[config.mk]
export PLATFORM = sky130hd
export DESIGN_NAME = laplacian_stencil_row_gen_flat
export DESIGN_NICKNAME = d
export VERILOG_FILES = /design/src/rtl/core/lsrg_pkg.sv /design/src/rtl/core/lsrg_if.sv /design/src/rtl/core/lsrg_cfg.sv /design/src/rtl/core/lsrg_alu.sv /design/src/rtl/core/laplacian_stencil_row_gen.sv /design/src/flat_wrapper.sv
export VERILOG_INCLUDE_DIRS = /design/src /design/src/rtl/core
export SDC_FILE = /design/constraint.sdc
export NUM_CORES = 1
export LEC_CHECK = 0
export BUFFER_PORTS_ARGS = -buffer_cell sky130_fd_sc_hd__buf_2
export CAP_MARGIN = 20
export CORE_ASPECT_RATIO = 1.1
export CORE_MARGIN = 5
export CORE_UTILIZATION = 60
export CTS_CLUSTER_DIAMETER = 30
export DETAILED_ROUTE_END_ITERATION = 16
export GPL_ROUTABILITY_DRIVEN = 1
export PLACE_DENSITY = 0.8
export RECOVER_POWER = 25
export SKIP_LAST_GASP = 1
export SYNTH_ARGS = -nofsm -noshare
export SYNTH_HDL_FRONTEND = slang
export SYNTH_SLANG_ARGS = --single-unit
[constraint.sdc]
create_clock -name i_clk -period 12.41 [get_ports i_clk]
set_input_delay 1.8615 -clock i_clk [delete_from_list [all_inputs] [get_ports i_clk]]
set_output_delay 1.8615 -clock i_clk [all_outputs]
set_load 0.01 [all_outputs]
[src/rtl/core/laplacian_stencil_row_gen_assert.svh]
// ----------------------------------------------------------------------------
// Assertion macros for the Laplacian stencil row generator
// Wraps concurrent assertions so that synthesis sees empty text.
// ----------------------------------------------------------------------------
`ifndef LAPLACIAN_STENCIL_ROW_GEN_ASSERT_SVH
`define LAPLACIAN_STENCIL_ROW_GEN_ASSERT_SVH
`ifndef SYNTHESIS
// Same-cycle implication, disabled while reset is asserted.
`define LSRG_ASSERT_IMP(lbl, clk, rst_n, ante, cons) \
    lbl: assert property (@(posedge clk) disable iff (!rst_n) (ante) |-> (cons)) \
        else $error("lsrg assertion failed");
// Next-cycle implication, disabled while reset is asserted.
`define LSRG_ASSERT_NXT(lbl, clk, rst_n, ante, cons) \
    lbl: assert property (@(posedge clk) disable iff (!rst_n) (ante) |=> (cons)) \
        else $error("lsrg assertion failed");
`else
`define LSRG_ASSERT_IMP(lbl, clk, rst_n, ante, cons)
`define LSRG_ASSERT_NXT(lbl, clk, rst_n, ante, cons)
`endif
`endif

[src/rtl/core/lsrg_pkg.sv]
// ----------------------------------------------------------------------------
// lsrg_pkg
// Widths, codes, stencil coefficients and shared types of the row generator.
// ----------------------------------------------------------------------------
package lsrg_pkg;

    localparam int C_ROW_W     = 12;
    localparam int C_SIZE_W    = 13;
    localparam int C_COEF_W    = 7;
    localparam int C_DIM_W     = 2;
    localparam int C_ORD_W     = 3;
    localparam int C_ALU_W     = 15;
    localparam int C_NTERM     = 9;
    localparam int C_TERM_W    = 4;
    localparam int C_CNT_W     = 4;
    localparam int C_SQ_W      = 2 * C_SIZE_W;
    localparam int C_PADDR_W   = 4;
    localparam int C_PDATA_W   = 32;
    localparam int C_MAX_NODES = 4096;

    localparam logic [C_DIM_W-1:0] C_DIM_LINE = 2'd1;
    localparam logic [C_DIM_W-1:0] C_DIM_GRID = 2'd2;
    localparam logic [C_ORD_W-1:0] C_ORD_2    = 3'd2;
    localparam logic [C_ORD_W-1:0] C_ORD_4    = 3'd4;

    // Term slots in ascending column order.
    localparam logic [C_TERM_W-1:0] T_UP2    = 4'd0;
    localparam logic [C_TERM_W-1:0] T_UP1    = 4'd1;
    localparam logic [C_TERM_W-1:0] T_LEFT2  = 4'd2;
    localparam logic [C_TERM_W-1:0] T_LEFT1  = 4'd3;
    localparam logic [C_TERM_W-1:0] T_CENTER = 4'd4;
    localparam logic [C_TERM_W-1:0] T_RIGHT1 = 4'd5;
    localparam logic [C_TERM_W-1:0] T_RIGHT2 = 4'd6;
    localparam logic [C_TERM_W-1:0] T_DOWN1  = 4'd7;
    localparam logic [C_TERM_W-1:0] T_DOWN2  = 4'd8;

    localparam logic signed [C_COEF_W-1:0] C_COEF_ZERO  = 7'sd0;
    localparam logic signed [C_COEF_W-1:0] C_COEF_DIAG  = 7'sd1;
    localparam logic signed [C_COEF_W-1:0] C_COEF_FAR   = -7'sd1;
    localparam logic signed [C_COEF_W-1:0] C_COEF_NEAR2 = 7'sd1;
    localparam logic signed [C_COEF_W-1:0] C_COEF_NEAR4 = 7'sd16;
    localparam logic signed [C_COEF_W-1:0] C_COEF_C1D2  = -7'sd2;
    localparam logic signed [C_COEF_W-1:0] C_COEF_C1D4  = -7'sd30;
    localparam logic signed [C_COEF_W-1:0] C_COEF_C2D2  = -7'sd4;
    localparam logic signed [C_COEF_W-1:0] C_COEF_C2D4  = -7'sd60;

    typedef enum logic [1:0] {
        R_DIMENSION     = 2'd0,
        R_STENCIL_ORDER = 2'd1,
        R_SIZE          = 2'd2
    } t_reg_idx;

    typedef struct packed {
        logic [C_DIM_W-1:0]  dimension;
        logic [C_ORD_W-1:0]  stencil_order;
        logic [C_SIZE_W-1:0] size;
    } t_cfg;

    function automatic logic signed [C_COEF_W-1:0] f_coef(
        input logic [C_TERM_W-1:0] idx,
        input logic                two_d,
        input logic                fourth
    );
        logic signed [C_COEF_W-1:0] c;
        case (idx)
            T_UP2, T_LEFT2, T_RIGHT2, T_DOWN2: c = C_COEF_FAR;
            T_CENTER: begin
                if (two_d) begin
                    c = fourth ? C_COEF_C2D4 : C_COEF_C2D2;
                end else begin
                    c = fourth ? C_COEF_C1D4 : C_COEF_C1D2;
                end
            end
            default: c = fourth ? C_COEF_NEAR4 : C_COEF_NEAR2;
        endcase
        return c;
    endfunction

endpackage

[src/rtl/core/lsrg_if.sv]
// ----------------------------------------------------------------------------
// lsrg request and response channels
// Valid/ready channels carrying a row request and one stencil coefficient.
// ----------------------------------------------------------------------------
interface lsrg_req_if;
    logic                        valid;
    logic                        ready;
    logic [lsrg_pkg::C_ROW_W-1:0] row;

    modport source (output valid, output row, input ready);
    modport sink   (input valid, input row, output ready);
endinterface

interface lsrg_rsp_if;
    logic                                valid;
    logic                                ready;
    logic [lsrg_pkg::C_ROW_W-1:0]         column;
    logic signed [lsrg_pkg::C_COEF_W-1:0] coefficient;
    logic                                last;
    logic                                error;

    modport source (output valid, output column, output coefficient, output last,
                    output error, input ready);
    modport sink   (input valid, input column, input coefficient, input last,
                    input error, output ready);
endinterface

[src/rtl/core/lsrg_cfg.sv]
// ----------------------------------------------------------------------------
// lsrg_cfg
// APB register file holding dimension, stencil order and size.
// ----------------------------------------------------------------------------
module lsrg_cfg (
    input  logic                            i_clk,
    input  logic                            i_rst_n,
    input  logic                            psel,
    input  logic                            penable,
    input  logic                            pwrite,
    input  logic [lsrg_pkg::C_PADDR_W-1:0]  paddr,
    input  logic [lsrg_pkg::C_PDATA_W-1:0]  pwdata,
    output logic [lsrg_pkg::C_PDATA_W-1:0]  prdata,
    output logic                            pready,
    output lsrg_pkg::t_cfg                  o_cfg
);
    import lsrg_pkg::*;

    t_cfg     r_cfg;
    logic     w_wr;
    t_reg_idx w_idx;

    assign pready = 1'b1;
    assign w_wr   = psel && penable && pwrite;
    assign w_idx  = t_reg_idx'(paddr[3:2]);

    always_ff @(posedge i_clk) begin
        if (!i_rst_n) begin
            r_cfg.dimension     <= C_DIM_LINE;
            r_cfg.stencil_order <= C_ORD_2;
            r_cfg.size          <= 13'd16;
        end else if (w_wr) begin
            case (w_idx)
                R_DIMENSION:     r_cfg.dimension     <= pwdata[C_DIM_W-1:0];
                R_STENCIL_ORDER: r_cfg.stencil_order <= pwdata[C_ORD_W-1:0];
                R_SIZE:          r_cfg.size          <= pwdata[C_SIZE_W-1:0];
                default: ;
            endcase
        end
    end

    always_comb begin
        case (w_idx)
            R_DIMENSION:     prdata = C_PDATA_W'(r_cfg.dimension);
            R_STENCIL_ORDER: prdata = C_PDATA_W'(r_cfg.stencil_order);
            R_SIZE:          prdata = C_PDATA_W'(r_cfg.size);
            default:         prdata = '0;
        endcase
    end

    assign o_cfg = r_cfg;

endmodule

[src/rtl/core/lsrg_alu.sv]
// ----------------------------------------------------------------------------
// lsrg_alu
// Shared add/subtract unit for divider steps and column offsets.
// ----------------------------------------------------------------------------
module lsrg_alu (
    input  logic [lsrg_pkg::C_ALU_W-1:0] i_a,
    input  logic [lsrg_pkg::C_ALU_W-1:0] i_b,
    input  logic                         i_sub,
    output logic [lsrg_pkg::C_ALU_W-1:0] o_sum
);
    import lsrg_pkg::*;

    logic [C_ALU_W-1:0] w_b;

    assign w_b   = i_sub ? ~i_b : i_b;
    assign o_sum = i_a + w_b + C_ALU_W'(i_sub);

endmodule

[src/rtl/core/laplacian_stencil_row_gen.sv]
// ----------------------------------------------------------------------------
// laplacian_stencil_row_gen
// Emits the nonzero coefficients of one row of a finite-difference Laplacian.
// ----------------------------------------------------------------------------
// A request carries a row index; the block answers with one response per
// nonzero coefficient of that row, in ascending column order, and marks the
// final one with last. It handles one request at a time. In 1-D a request
// goes through one evaluation step and then emits its coefficients. In 2-D
// the row index is first split into grid coordinates by a restoring divider
// that retires one quotient bit per cycle on the shared adder. The same
// adder then forms each column index, one per cycle. Downstream stalls
// simply hold the emission sequence. An invalid mode, an oversized grid or
// an out-of-range row gives a single response with error and last set,
// column 0 and coefficient 0. Boundary nodes give a single 1 on the
// diagonal. Configuration registers (dimension at 0x0, stencil_order at
// 0x4, size at 0x8) must only be written while no request is in flight.
// ----------------------------------------------------------------------------
`include "laplacian_stencil_row_gen_assert.svh"

module laplacian_stencil_row_gen (
    input  logic                           i_clk,
    input  logic                           i_rst_n,
    lsrg_req_if.sink                       i_req,
    lsrg_rsp_if.source                     o_rsp,
    input  logic                           psel,
    input  logic                           penable,
    input  logic                           pwrite,
    input  logic [lsrg_pkg::C_PADDR_W-1:0] paddr,
    input  logic [lsrg_pkg::C_PDATA_W-1:0] pwdata,
    output logic [lsrg_pkg::C_PDATA_W-1:0] prdata,
    output logic                           pready
);
    import lsrg_pkg::*;

    // One-hot sequencer states.
    typedef enum logic [3:0] {
        S_IDLE = 4'b0001,
        S_DIV  = 4'b0010,
        S_EVAL = 4'b0100,
        S_EMIT = 4'b1000
    } t_state;

    t_cfg w_cfg;

    // Control state.
    t_state r_state, n_state;
    logic   r_ovalid, n_ovalid;

    // Working registers. After the divide r_dvd holds the y coordinate and
    // r_rem holds the x coordinate; in 1-D x is the row itself.
    logic [C_ROW_W-1:0]   r_row, n_row;
    logic [C_ROW_W-1:0]   r_dvd, n_dvd;
    logic [C_SIZE_W-1:0]  r_rem, n_rem;
    logic [C_CNT_W-1:0]   r_cnt, n_cnt;
    logic                 r_err, n_err;
    logic                 r_bnd, n_bnd;
    logic                 r_two_d, n_two_d;
    logic                 r_fourth, n_fourth;
    logic [C_NTERM-1:0]   r_mask, n_mask;

    // Output register.
    logic [C_ROW_W-1:0]         r_col, n_col;
    logic signed [C_COEF_W-1:0] r_coef, n_coef;
    logic                       r_last, n_last;
    logic                       r_oerr, n_oerr;

    // Shared adder hookup.
    logic [C_ALU_W-1:0] w_alu_a, w_alu_b, w_alu_sum;
    logic               w_alu_sub;

    // Request screening.
    logic [C_SQ_W-1:0]  w_sq;
    logic               w_dim_ok, w_ord_ok, w_grid, w_err_in;

    // Emission helpers.
    logic [C_TERM_W-1:0]   w_idx;
    logic [C_NTERM-1:0]    w_rest;
    logic [C_SIZE_W:0]     w_off;
    logic                  w_ge;
    logic                  w_load;

    // Assertion helpers.
    logic                  w_err_form;
    logic                  w_busy;

    lsrg_cfg u_cfg (
        .i_clk   (i_clk),
        .i_rst_n (i_rst_n),
        .psel    (psel),
        .penable (penable),
        .pwrite  (pwrite),
        .paddr   (paddr),
        .pwdata  (pwdata),
        .prdata  (prdata),
        .pready  (pready),
        .o_cfg   (w_cfg)
    );

    lsrg_alu u_alu (
        .i_a   (w_alu_a),
        .i_b   (w_alu_b),
        .i_sub (w_alu_sub),
        .o_sum (w_alu_sum)
    );

    // The mode and node-count checks run on the live registers as the request
    // is taken. A zero side length would give a meaningless quotient, so it is
    // caught here; a row past the last grid line is caught once the quotient
    // is known.
    assign w_dim_ok = (w_cfg.dimension == C_DIM_LINE) || (w_cfg.dimension == C_DIM_GRID);
    assign w_ord_ok = (w_cfg.stencil_order == C_ORD_2) || (w_cfg.stencil_order == C_ORD_4);
    assign w_grid   = (w_cfg.dimension == C_DIM_GRID);
    assign w_sq     = C_SQ_W'(w_cfg.size) * C_SQ_W'(w_cfg.size);

    always_comb begin
        if (!w_dim_ok || !w_ord_ok) begin
            w_err_in = 1'b1;
        end else if (w_grid) begin
            w_err_in = (w_sq > C_SQ_W'(C_MAX_NODES)) || (w_cfg.size == '0);
        end else begin
            w_err_in = (C_SQ_W'(w_cfg.size) > C_SQ_W'(C_MAX_NODES)) ||
                       ({1'b0, i_req.row} >= w_cfg.size);
        end
    end

    // The lowest pending term is the next to go out; it is last when nothing
    // remains above it.
    always_comb begin
        logic found;
        found = 1'b0;
        w_idx = T_CENTER;
        for (int i = 0; i < C_NTERM; i++) begin
            if (r_mask[i] && !found) begin
                found = 1'b1;
                w_idx = C_TERM_W'(i);
            end
        end
    end

    always_comb begin
        w_rest        = r_mask;
        w_rest[w_idx] = 1'b0;
    end

    // Magnitude of the column offset of each term; terms below the center
    // subtract it from the row.
    always_comb begin
        case (w_idx)
            T_UP2, T_DOWN2:     w_off = {w_cfg.size, 1'b0};
            T_UP1, T_DOWN1:     w_off = {1'b0, w_cfg.size};
            T_LEFT2, T_RIGHT2:  w_off = 14'd2;
            T_LEFT1, T_RIGHT1:  w_off = 14'd1;
            default:            w_off = '0;
        endcase
    end

    // During the divide the adder does the trial subtraction of the side
    // length from the shifted partial remainder; while emitting it forms the
    // column index.
    always_comb begin
        if (r_state == S_DIV) begin
            w_alu_a   = {1'b0, r_rem, r_dvd[C_ROW_W-1]};
            w_alu_b   = C_ALU_W'(w_cfg.size);
            w_alu_sub = 1'b1;
        end else begin
            w_alu_a   = C_ALU_W'(r_row);
            w_alu_b   = C_ALU_W'(w_off);
            w_alu_sub = (w_idx < T_CENTER);
        end
    end

    assign w_ge   = !w_alu_sum[C_ALU_W-1];
    assign w_load = (r_state == S_EMIT) && (!r_ovalid || o_rsp.ready);

    always_comb begin
        n_state  = r_state;
        n_ovalid = r_ovalid && !o_rsp.ready;
        n_row    = r_row;
        n_dvd    = r_dvd;
        n_rem    = r_rem;
        n_cnt    = r_cnt;
        n_err    = r_err;
        n_bnd    = r_bnd;
        n_two_d  = r_two_d;
        n_fourth = r_fourth;
        n_mask   = r_mask;
        n_col    = r_col;
        n_coef   = r_coef;
        n_last   = r_last;
        n_oerr   = r_oerr;

        case (r_state)
            S_IDLE: begin
                if (i_req.valid) begin
                    n_row    = i_req.row;
                    n_two_d  = w_grid;
                    n_fourth = (w_cfg.stencil_order == C_ORD_4);
                    n_err    = w_err_in;
                    n_cnt    = '0;
                    if (!w_err_in && w_grid) begin
                        n_dvd   = i_req.row;
                        n_rem   = '0;
                        n_state = S_DIV;
                    end else begin
                        n_dvd   = '0;
                        n_rem   = C_SIZE_W'(i_req.row);
                        n_state = S_EVAL;
                    end
                end
            end
            S_DIV: begin
                n_rem = w_ge ? w_alu_sum[C_SIZE_W-1:0] : w_alu_a[C_SIZE_W-1:0];
                n_dvd = {r_dvd[C_ROW_W-2:0], w_ge};
                n_cnt = r_cnt + 1'b1;
                if (r_cnt == C_CNT_W'(C_ROW_W - 1)) begin
                    n_state = S_EVAL;
                end
            end
            S_EVAL: begin
                if (r_two_d) begin
                    n_err = r_err || ({1'b0, r_dvd} >= w_cfg.size);
                    n_bnd = (r_rem == '0) || (r_rem == w_cfg.size - 1'b1) ||
                            (r_dvd == '0) || ({1'b0, r_dvd} == w_cfg.size - 1'b1);
                end else begin
                    n_bnd = (r_rem == '0) || (r_rem == w_cfg.size - 1'b1);
                end
                n_mask           = '0;
                n_mask[T_UP2]    = r_two_d && r_fourth && (r_dvd >= C_ROW_W'(2));
                n_mask[T_UP1]    = r_two_d;
                n_mask[T_LEFT2]  = r_fourth && (r_rem >= C_SIZE_W'(2));
                n_mask[T_LEFT1]  = 1'b1;
                n_mask[T_CENTER] = 1'b1;
                n_mask[T_RIGHT1] = 1'b1;
                n_mask[T_RIGHT2] = r_fourth &&
                                   (({1'b0, r_rem} + 14'd2) < {1'b0, w_cfg.size});
                n_mask[T_DOWN1]  = r_two_d;
                n_mask[T_DOWN2]  = r_two_d && r_fourth &&
                                   ((14'(r_dvd) + 14'd2) < {1'b0, w_cfg.size});
                // Errors and boundary nodes keep only the center term, so they give a single response.
                if (n_err || n_bnd) begin
                    n_mask           = '0;
                    n_mask[T_CENTER] = 1'b1;
                end
                n_state = S_EMIT;
            end
            S_EMIT: begin
                if (w_load) begin
                    n_ovalid = 1'b1;
                    n_col    = r_err ? '0 : w_alu_sum[C_ROW_W-1:0];
                    if (r_err) begin
                        n_coef = C_COEF_ZERO;
                    end else if (r_bnd) begin
                        n_coef = C_COEF_DIAG;
                    end else begin
                        n_coef = f_coef(w_idx, r_two_d, r_fourth);
                    end
                    n_last = (w_rest == '0);
                    n_oerr = r_err;
                    n_mask = w_rest;
                    if (w_rest == '0) begin
                        n_state = S_IDLE;
                    end
                end
            end
            default: begin
                n_state = S_IDLE;
            end
        endcase
    end

    always_ff @(posedge i_clk) begin
        if (!i_rst_n) begin
            r_state  <= S_IDLE;
            r_ovalid <= 1'b0;
        end else begin
            r_state  <= n_state;
            r_ovalid <= n_ovalid;
        end
    end

    always_ff @(posedge i_clk) begin
        r_row    <= n_row;
        r_dvd    <= n_dvd;
        r_rem    <= n_rem;
        r_cnt    <= n_cnt;
        r_err    <= n_err;
        r_bnd    <= n_bnd;
        r_two_d  <= n_two_d;
        r_fourth <= n_fourth;
        r_mask   <= n_mask;
        r_col    <= n_col;
        r_coef   <= n_coef;
        r_last   <= n_last;
        r_oerr   <= n_oerr;
    end

    // A new request is taken only between rows; the output register may still
    // hold the last response of the previous row.
    assign i_req.ready       = (r_state == S_IDLE);
    assign o_rsp.valid       = r_ovalid;
    assign o_rsp.column      = r_col;
    assign o_rsp.coefficient = r_coef;
    assign o_rsp.last        = r_last;
    assign o_rsp.error       = r_oerr;

    // An error response is a lone zero at column 0; a taken request moves the
    // sequencer straight into the divide or the evaluation.
    assign w_err_form = o_rsp.last && (o_rsp.coefficient == C_COEF_ZERO) &&
                        (o_rsp.column == '0);
    assign w_busy     = (r_state == S_DIV) || (r_state == S_EVAL);

    `LSRG_ASSERT_IMP(a_err_single, i_clk, i_rst_n, o_rsp.valid && o_rsp.error, w_err_form)
    `LSRG_ASSERT_NXT(a_accept_starts, i_clk, i_rst_n, i_req.valid && i_req.ready, w_busy)
    `LSRG_ASSERT_IMP(a_emit_pending, i_clk, i_rst_n, r_state == S_EMIT, r_mask != '0)
    `LSRG_ASSERT_IMP(a_div_count, i_clk, i_rst_n, r_state == S_DIV, r_cnt < C_CNT_W'(C_ROW_W))
    `LSRG_ASSERT_NXT(a_last_to_idle, i_clk, i_rst_n, w_load && (w_rest == '0), r_state == S_IDLE)

endmodule
[src/flat_wrapper.sv]
// flat-port wrapper written by rule: the top's interface ports become plain ports
module laplacian_stencil_row_gen_flat import lsrg_pkg::*;
  (i_clk, i_rst_n, psel, penable, pwrite, paddr, pwdata, prdata, pready, i_req_valid, i_req_row, i_req_ready, o_rsp_valid, o_rsp_column, o_rsp_coefficient, o_rsp_last, o_rsp_error, o_rsp_ready);
  lsrg_req_if i_req_i ();
  lsrg_rsp_if o_rsp_i ();
  input  logic i_clk;
  input  logic i_rst_n;
  input  logic psel;
  input  logic penable;
  input  logic pwrite;
  input  logic [lsrg_pkg::C_PADDR_W-1:0] paddr;
  input  logic [lsrg_pkg::C_PDATA_W-1:0] pwdata;
  output logic [lsrg_pkg::C_PDATA_W-1:0] prdata;
  output logic pready;
  input wire logic [$bits(i_req_i.valid)-1:0] i_req_valid;
  input wire logic [$bits(i_req_i.row)-1:0] i_req_row;
  output wire logic [$bits(i_req_i.ready)-1:0] i_req_ready;
  output wire logic [$bits(o_rsp_i.valid)-1:0] o_rsp_valid;
  output wire logic [$bits(o_rsp_i.column)-1:0] o_rsp_column;
  output wire logic [$bits(o_rsp_i.coefficient)-1:0] o_rsp_coefficient;
  output wire logic [$bits(o_rsp_i.last)-1:0] o_rsp_last;
  output wire logic [$bits(o_rsp_i.error)-1:0] o_rsp_error;
  input wire logic [$bits(o_rsp_i.ready)-1:0] o_rsp_ready;
  assign i_req_i.valid = i_req_valid;
  assign i_req_i.row = i_req_row;
  assign i_req_ready = i_req_i.ready;
  assign o_rsp_valid = o_rsp_i.valid;
  assign o_rsp_column = o_rsp_i.column;
  assign o_rsp_coefficient = o_rsp_i.coefficient;
  assign o_rsp_last = o_rsp_i.last;
  assign o_rsp_error = o_rsp_i.error;
  assign o_rsp_i.ready = o_rsp_ready;
  laplacian_stencil_row_gen u_core (.i_clk(i_clk), .i_rst_n(i_rst_n), .i_req(i_req_i), .o_rsp(o_rsp_i), .psel(psel), .penable(penable), .pwrite(pwrite), .paddr(paddr), .pwdata(pwdata), .prdata(prdata), .pready(pready));
endmodule
# Word level (Yosys, flattened, before mapping)
# Index checks and enable logic that the tools add are counted.
# W data, S select, Z words.
# word_totals
regBits	98
mem_count	0
ram_bits	0
mem_bits_ro	0
latch_bits	0
elab_cells	192
# classes
n_eq_ne	25
mul	1
div	0
n_bitwise	3
n_reduce_logical	68
n_shift	0
muxes	59
add_sub_neg	6
magnitude_cmp	11
# op_table
cell	count
$pmux W14 S4	1
$pmux W13 S3	1
$mux W12	3
$lt A14 B13 Y1	2
$mux W14	2
$mux W3	9
$ge A12 B13 Y1	2
$gt A26 B13 Y1 const B	1
$logic_not A13 Y1	2
$mul A13 B13 Y26	1
$mux W13	2
$pmux W13 S2	1
$mux W4	6
$pmux W12 S2	1
$eq A4 B3 Y1 const B	5
$mux W1	20
$logic_and A1 B1 Y1	19
$mux W9	2
$pmux W9 S2	1
$pmux W4 S4	1
$reduce_and A2 Y1	8
$add A15 B1 Y15	1
$add A15 B15 Y15	1
$mux W15	1
other kinds (41)	80

# Longest topological paths before layout
# logic_depth
word_depth	35
ltp_mapped	25
ltp_nobuf	23

# By module
# A second synthesis with hierarchy kept.
# hier_totals
cells_unflattened	1507
hier_area_um2	13156.4
# by_module_without_submodules
module	area_per_inst_um2	cells_each	instances	seq_area_each_um2
laplacian_stencil_row_gen	11297.1	1285	1	2352.3
lsrg_cfg	1024.7	121	1	360.3
lsrg_alu	834.6	101	1	0.0

# Worst setup path before layout
# No wires, ideal clock.
# synth_path
path_kind	reg-to-reg
startpoint	register u_core.u_cfg.r_cfg, in the netlist u_core.u_cfg.o_cfg[12]
endpoint	register u_core.r_rem[10] (data pin)
n_path_buf	2
path_slack_ns	5.831
setup_ns	0.271
required_time_ns	12.139
stages_incl_launch_ff	26
arrival_ns	6.307
cell_sequence	dfxtp_1 -> clkbuf_1 -> clkinv_1 -> nor2_1 -> inv_1 -> fa_1 -> inv_1 -> fa_1 -> inv_1 -> fa_1 -> inv_1 -> fa_1 -> inv_1 -> fa_1 -> inv_1 -> ha_1 -> a21oi_1 -> o211ai_1 -> a221oi_1 -> a21boi_0 -> o41ai_1 -> mux2i_1 -> nor2_1 -> and2_0 -> clkbuf_1 -> o22ai_1
# synth_via
elab_chain_len	10
# synth_rtl
element	line	text
from (decl)	lsrg_cfg.sv:19	t_cfg r_cfg;
$mul A13 B13 Y26	laplacian_stencil_row_gen.sv:113	assign w_sq = C_SQ_W'(w_cfg.size) * C_SQ_W'(w_cfg.size);
$gt A26 B13 Y1	laplacian_stencil_row_gen.sv:119	w_err_in = (w_sq > C_SQ_W'(C_MAX_NODES)) || (w_cfg.size == '0);
$logic_or A1 B1 Y1	laplacian_stencil_row_gen.sv:119	
$mux W1	laplacian_stencil_row_gen.sv:118	end else if (w_grid) begin
$mux W1	laplacian_stencil_row_gen.sv:116	if (!w_dim_ok || !w_ord_ok) begin
$logic_not A1 Y1	laplacian_stencil_row_gen.sv:200	if (!w_err_in && w_grid) begin
$logic_and A1 B1 Y1	laplacian_stencil_row_gen.sv:200	
$mux W12	laplacian_stencil_row_gen.sv:200	
$mux W13	laplacian_stencil_row_gen.sv:194	if (i_req.valid) begin
$pmux W13 S2 (*)	laplacian_stencil_row_gen.sv:192	case (r_state)
named net u_core.n_rem[10]	laplacian_stencil_row_gen.sv:53	logic [C_SIZE_W-1:0] r_rem, n_rem;
to (signal assigned)	laplacian_stencil_row_gen.sv:284	r_rem <= n_rem;
to (decl)	laplacian_stencil_row_gen.sv:53	
# The timed path passes the listed nets; every way through them passes the cells marked *. The select of a mux whose other input is x is not followed.
# A chain may end at the register's enable or synchronous reset.

# Worst setup path after layout
# layout_path
startpoint	register u_core.u_cfg.r_cfg, in the netlist u_core.u_cfg.o_cfg[11]
endpoint	register u_core.r_rem[3] (data pin)
# The elaborated chain is that of the path after synthesis.

==> results.yml <==
worst_hold_path:
  worst_hold_path_type: "reg -> reg"
  holdPathStages: 2
  worstHoldStart: "u_core.u_cfg.o_cfg[16]$_SDFFE_PN1P_"
  min_to: "u_core.u_cfg.o_cfg[16]$_SDFFE_PN1P_"
drt:
  ant_nets: 0
  drt-pass1-iter-count: 6
  drt_iter0_drc: 1075
  viasPerCell: 6.19
  drc: 0
  routed_wl_um: 33700
  num_vias: 10789
  wl_per_cell_um: 19.3
die:
  die_area_sq_mm: 0.0240
  core_sq_mm: 0.0206
  initial_utilization_pct: 61.0
  die_w_um: 148
  die_y_um: 162
  pin_count: 111
  rows: 55
logic_synthesis:
  avgSynthCellArea_sq_um: 8.64
  synth_edf_count: 75
  yosysTopAreaCellShare_pct: 17.9
  async_flop_share_pct: 0
  synth_top_cell_by_area: "edfxtp_1"
  seq_area_frac_synth_pct: 21.6
  synth_compound_area_share_pct: 14.2
  netlist_area_sq_mm: 0.0126
  synthXorXnorAreaFrac_pct: 6.47
  ys_ff_latch: 98
  synth_flop_cell: "edfxtp_1"
  muxShareOfSynthArea_pct: 1.62
  netlist-cell-type-count: 73
  synth_top_family_by_area: "adder cells"
  ys_top_cells_by_area: "edfxtp_1 (18%), fa_1 (16%), ha_1 (14%)"
  synthCells: 1457
  synthSimpleGateAreaFrac_pct: 16.5
  yosysWarnings: 0
  synth_fa_ha_area_share_pct: 29.5
worst_setup_path:
  path_class: "reg -> reg"
  slowest_stage: "dfxtp_1"
  setup.worst_path.start: "u_core.u_cfg.o_cfg[11]$_SDFFE_PN0P_"
  crit_chain: "clkinv_1 -> nor2_1 -> inv_1 -> fa_1 -> inv_1 -> fa_1 -> inv_1 -> fa_1 -> inv_1 -> fa_1 -> inv_1 -> fa_1 -> inv_1 -> ha_1 -> a21oi_1 -> o211ai_1 -> a221oi_1 -> a21boi_0 -> o41ai_1 -> mux2i_1 -> nor2_1 -> and2_0 -> o22ai_1"
  slowest_delay_ns: 0.90
  crit_top_cell: "inv_1"
  r2r-start: "u_core.u_cfg.o_cfg[11]$_SDFFE_PN0P_"
  start_kind: "flop"
  path_max_fanout: 19
  end_kind: "flop"
  arrival_ns: 8.50
  ff2ff_setup_slack_ns: 3.90
  reg2regPathDepth: 23
  required_ns: 12.40
  path_delay_family: "adder cells"
  path_buf_inv: 7
  rr_endpoint: "u_core.r_rem[3]$_DFFE_PP_"
global_routing:
  grt_pass1_vias: 10293
  gr-total-overflow: 0
  grt_max_degree: 63
  grt_antenna_before_repair: 0
  grt_usage_pct: 28.0
  grt_pass1_wl_um: 53300
clock_network:
  cts_root_buf: "clkbuf_16"
  cts_buffers: 9
  cts_setup_buffers: 0
  cts_max_level: 3
  cts-resized-gates: 0
  clockBufferDepth: 2
  cts.sinks: 98
  postCtsHoldBufs: 0
  cts_tree: "built"
  clk_latency_ns: 0.36
  path_clk_slew_ns: 0.07
status:
  violations: "capacitance limit, slew limit"
  outcome: "finished with violations"
sta:
  setup_ws_ns: 3.90
  period_needed_ns: 8.51
  setup_viol: 0
  hold_violations: 0
  period_share_pct: 68.6
  worst_pin_slew_ns: 2.48
  setup_tns_ns: 0
  maxSlewViolCount: 63
  finClkSkew_ns: 0.00724
  rsz0062_at_grt: "false"
  slew_headroom_pct: -65.1
  clock.fmax_mhz: 118
place:
  place.gp.congestion: 0.932
  place_ws_ns: 4.19
  dp_hpwl_um: 26000
  portBuffers: 69
finish:
  drive_gt1_share_pct: 6.92
  nNetsFinal: 1775
  synthToLayoutAreaGrowth_pct: 5.40
  final_cell_mix: "inv_1 (218), nand2_1 (169), ha_1 (139), fa_1 (98), nor2_1 (90)"
  post-route-util_pct: 64.3
  antennaDiodeCount: 0
  layout_commonest_cell: "inv_1"
  fillers: 1802
pwr:
  p_per_area_mw_per_mm2: 64.2
  p_leak_nw: 6.17
  peakVddDrop_mv: 0.0732
run:
  maxCapViolCount: 2
-- synthesized netlist by cell type (all sizes together), types with 23 or more instances --
cell type  count
xnor2         64
and2          27
edfxtp        75
o21ai         52
inv          218
nand3         34
a21oi         46
fa            98
ha           139
xor2          29
clkbuf        63
dfxtp         23
buf           28
nor2          90
nand2        169
-- layout make-up --
type	instances	area, sq um	area share [%]
Multi-Input combinational cell	1064	8670	65.4
Sequential cell	98	2710	20.4
Inverter	223	837	6.31
Timing Repair Buffer	87	447	3.37
Tap cell	256	320	2.41
Clock buffer	12	246	1.86
Clock inverter	4	27.5	0.208
-- worst max path at each step --
stage / to / slack [ns] / cells past startpoint
6_report: u_core.r_rem[3]$_DFFE_PP_ / 3.90 / 23
5_1_grt: u_core.r_rem[3]$_DFFE_PP_ / 3.56 / 23
4_1_cts: u_core.r_rem[3]$_DFFE_PP_ / 4.14 / 23
3_5_place_dp: u_core.r_rem[1]$_DFFE_PP_ / 4.19 / 23
3_3_place_gp: u_core.r_rem[0]$_DFFE_PP_ / 4.31 / 23
2_1_floorplan: u_core.r_rem[10]$_DFFE_PP_ / 5.83 / 25
-- cells by family after synthesis --
logic type      count (synthesis)
flops                          98
compound gates                259
fa+ha+maj                     238
buf+inv                       314
other cells                     2
xor+xnor                       93
mux                            20
simple gates                  433
-- tightest hold or removal path, delay by kind of cell (launching register included) --
family,cells,cell delay (ns)
DFF,1,0.36
muxes,1,0.08
and+or+nand+nor,1,0.06
-- metal layers --
layer | global-route usage [%] | wire, um | up-vias
met1 | 36.5 | 13100 | 5242
met2 | 48.1 | 16500 | 518
met3 | 4.66 | 3040 | 86
met4 | 8.36 | 1080 | 0
met5 | 0 | 0 | -
li1 | - | - | 4943
-- metrics by stage --
step | instances | hold slack (ns) | total power, mW | cell area (sq um)
6_report | 1744 | 0.518 | 0.851 | 13300
5_1_grt | 1744 | 0.561 | 0.890 | 13300
2_1_floorplan | 1476 | 0.424 | 0.533 | 12700
3_5_place_dp | 1727 | 0.497 | 0.583 | 13000
4_1_cts | 1743 | 0.516 | 0.852 | 13300
3_3_place_gp | 1726 | 0.483 | 0.576 | 13000
-- power by group --
group	internal [mW]	switching [mW]
Sequential	0.372	0.0250
Combinational	0.0740	0.109
Clock	0.142	0.130
Total	0.588	0.264
-- state kept, by name (all words and copies together) (netlist names), 4 cells and up --
signal                    count
u_core.u_cfg.o_cfg           18
u_core.r_mask                 9
u_core.r_row                 12
u_core.o_rsp.coefficient      7
u_core.r_state                4
u_core.r_rem                 13
u_core.o_rsp.column          12
u_core.r_dvd                 12
u_core.r_cnt                  4
Power figures use the tool's default switching activity.
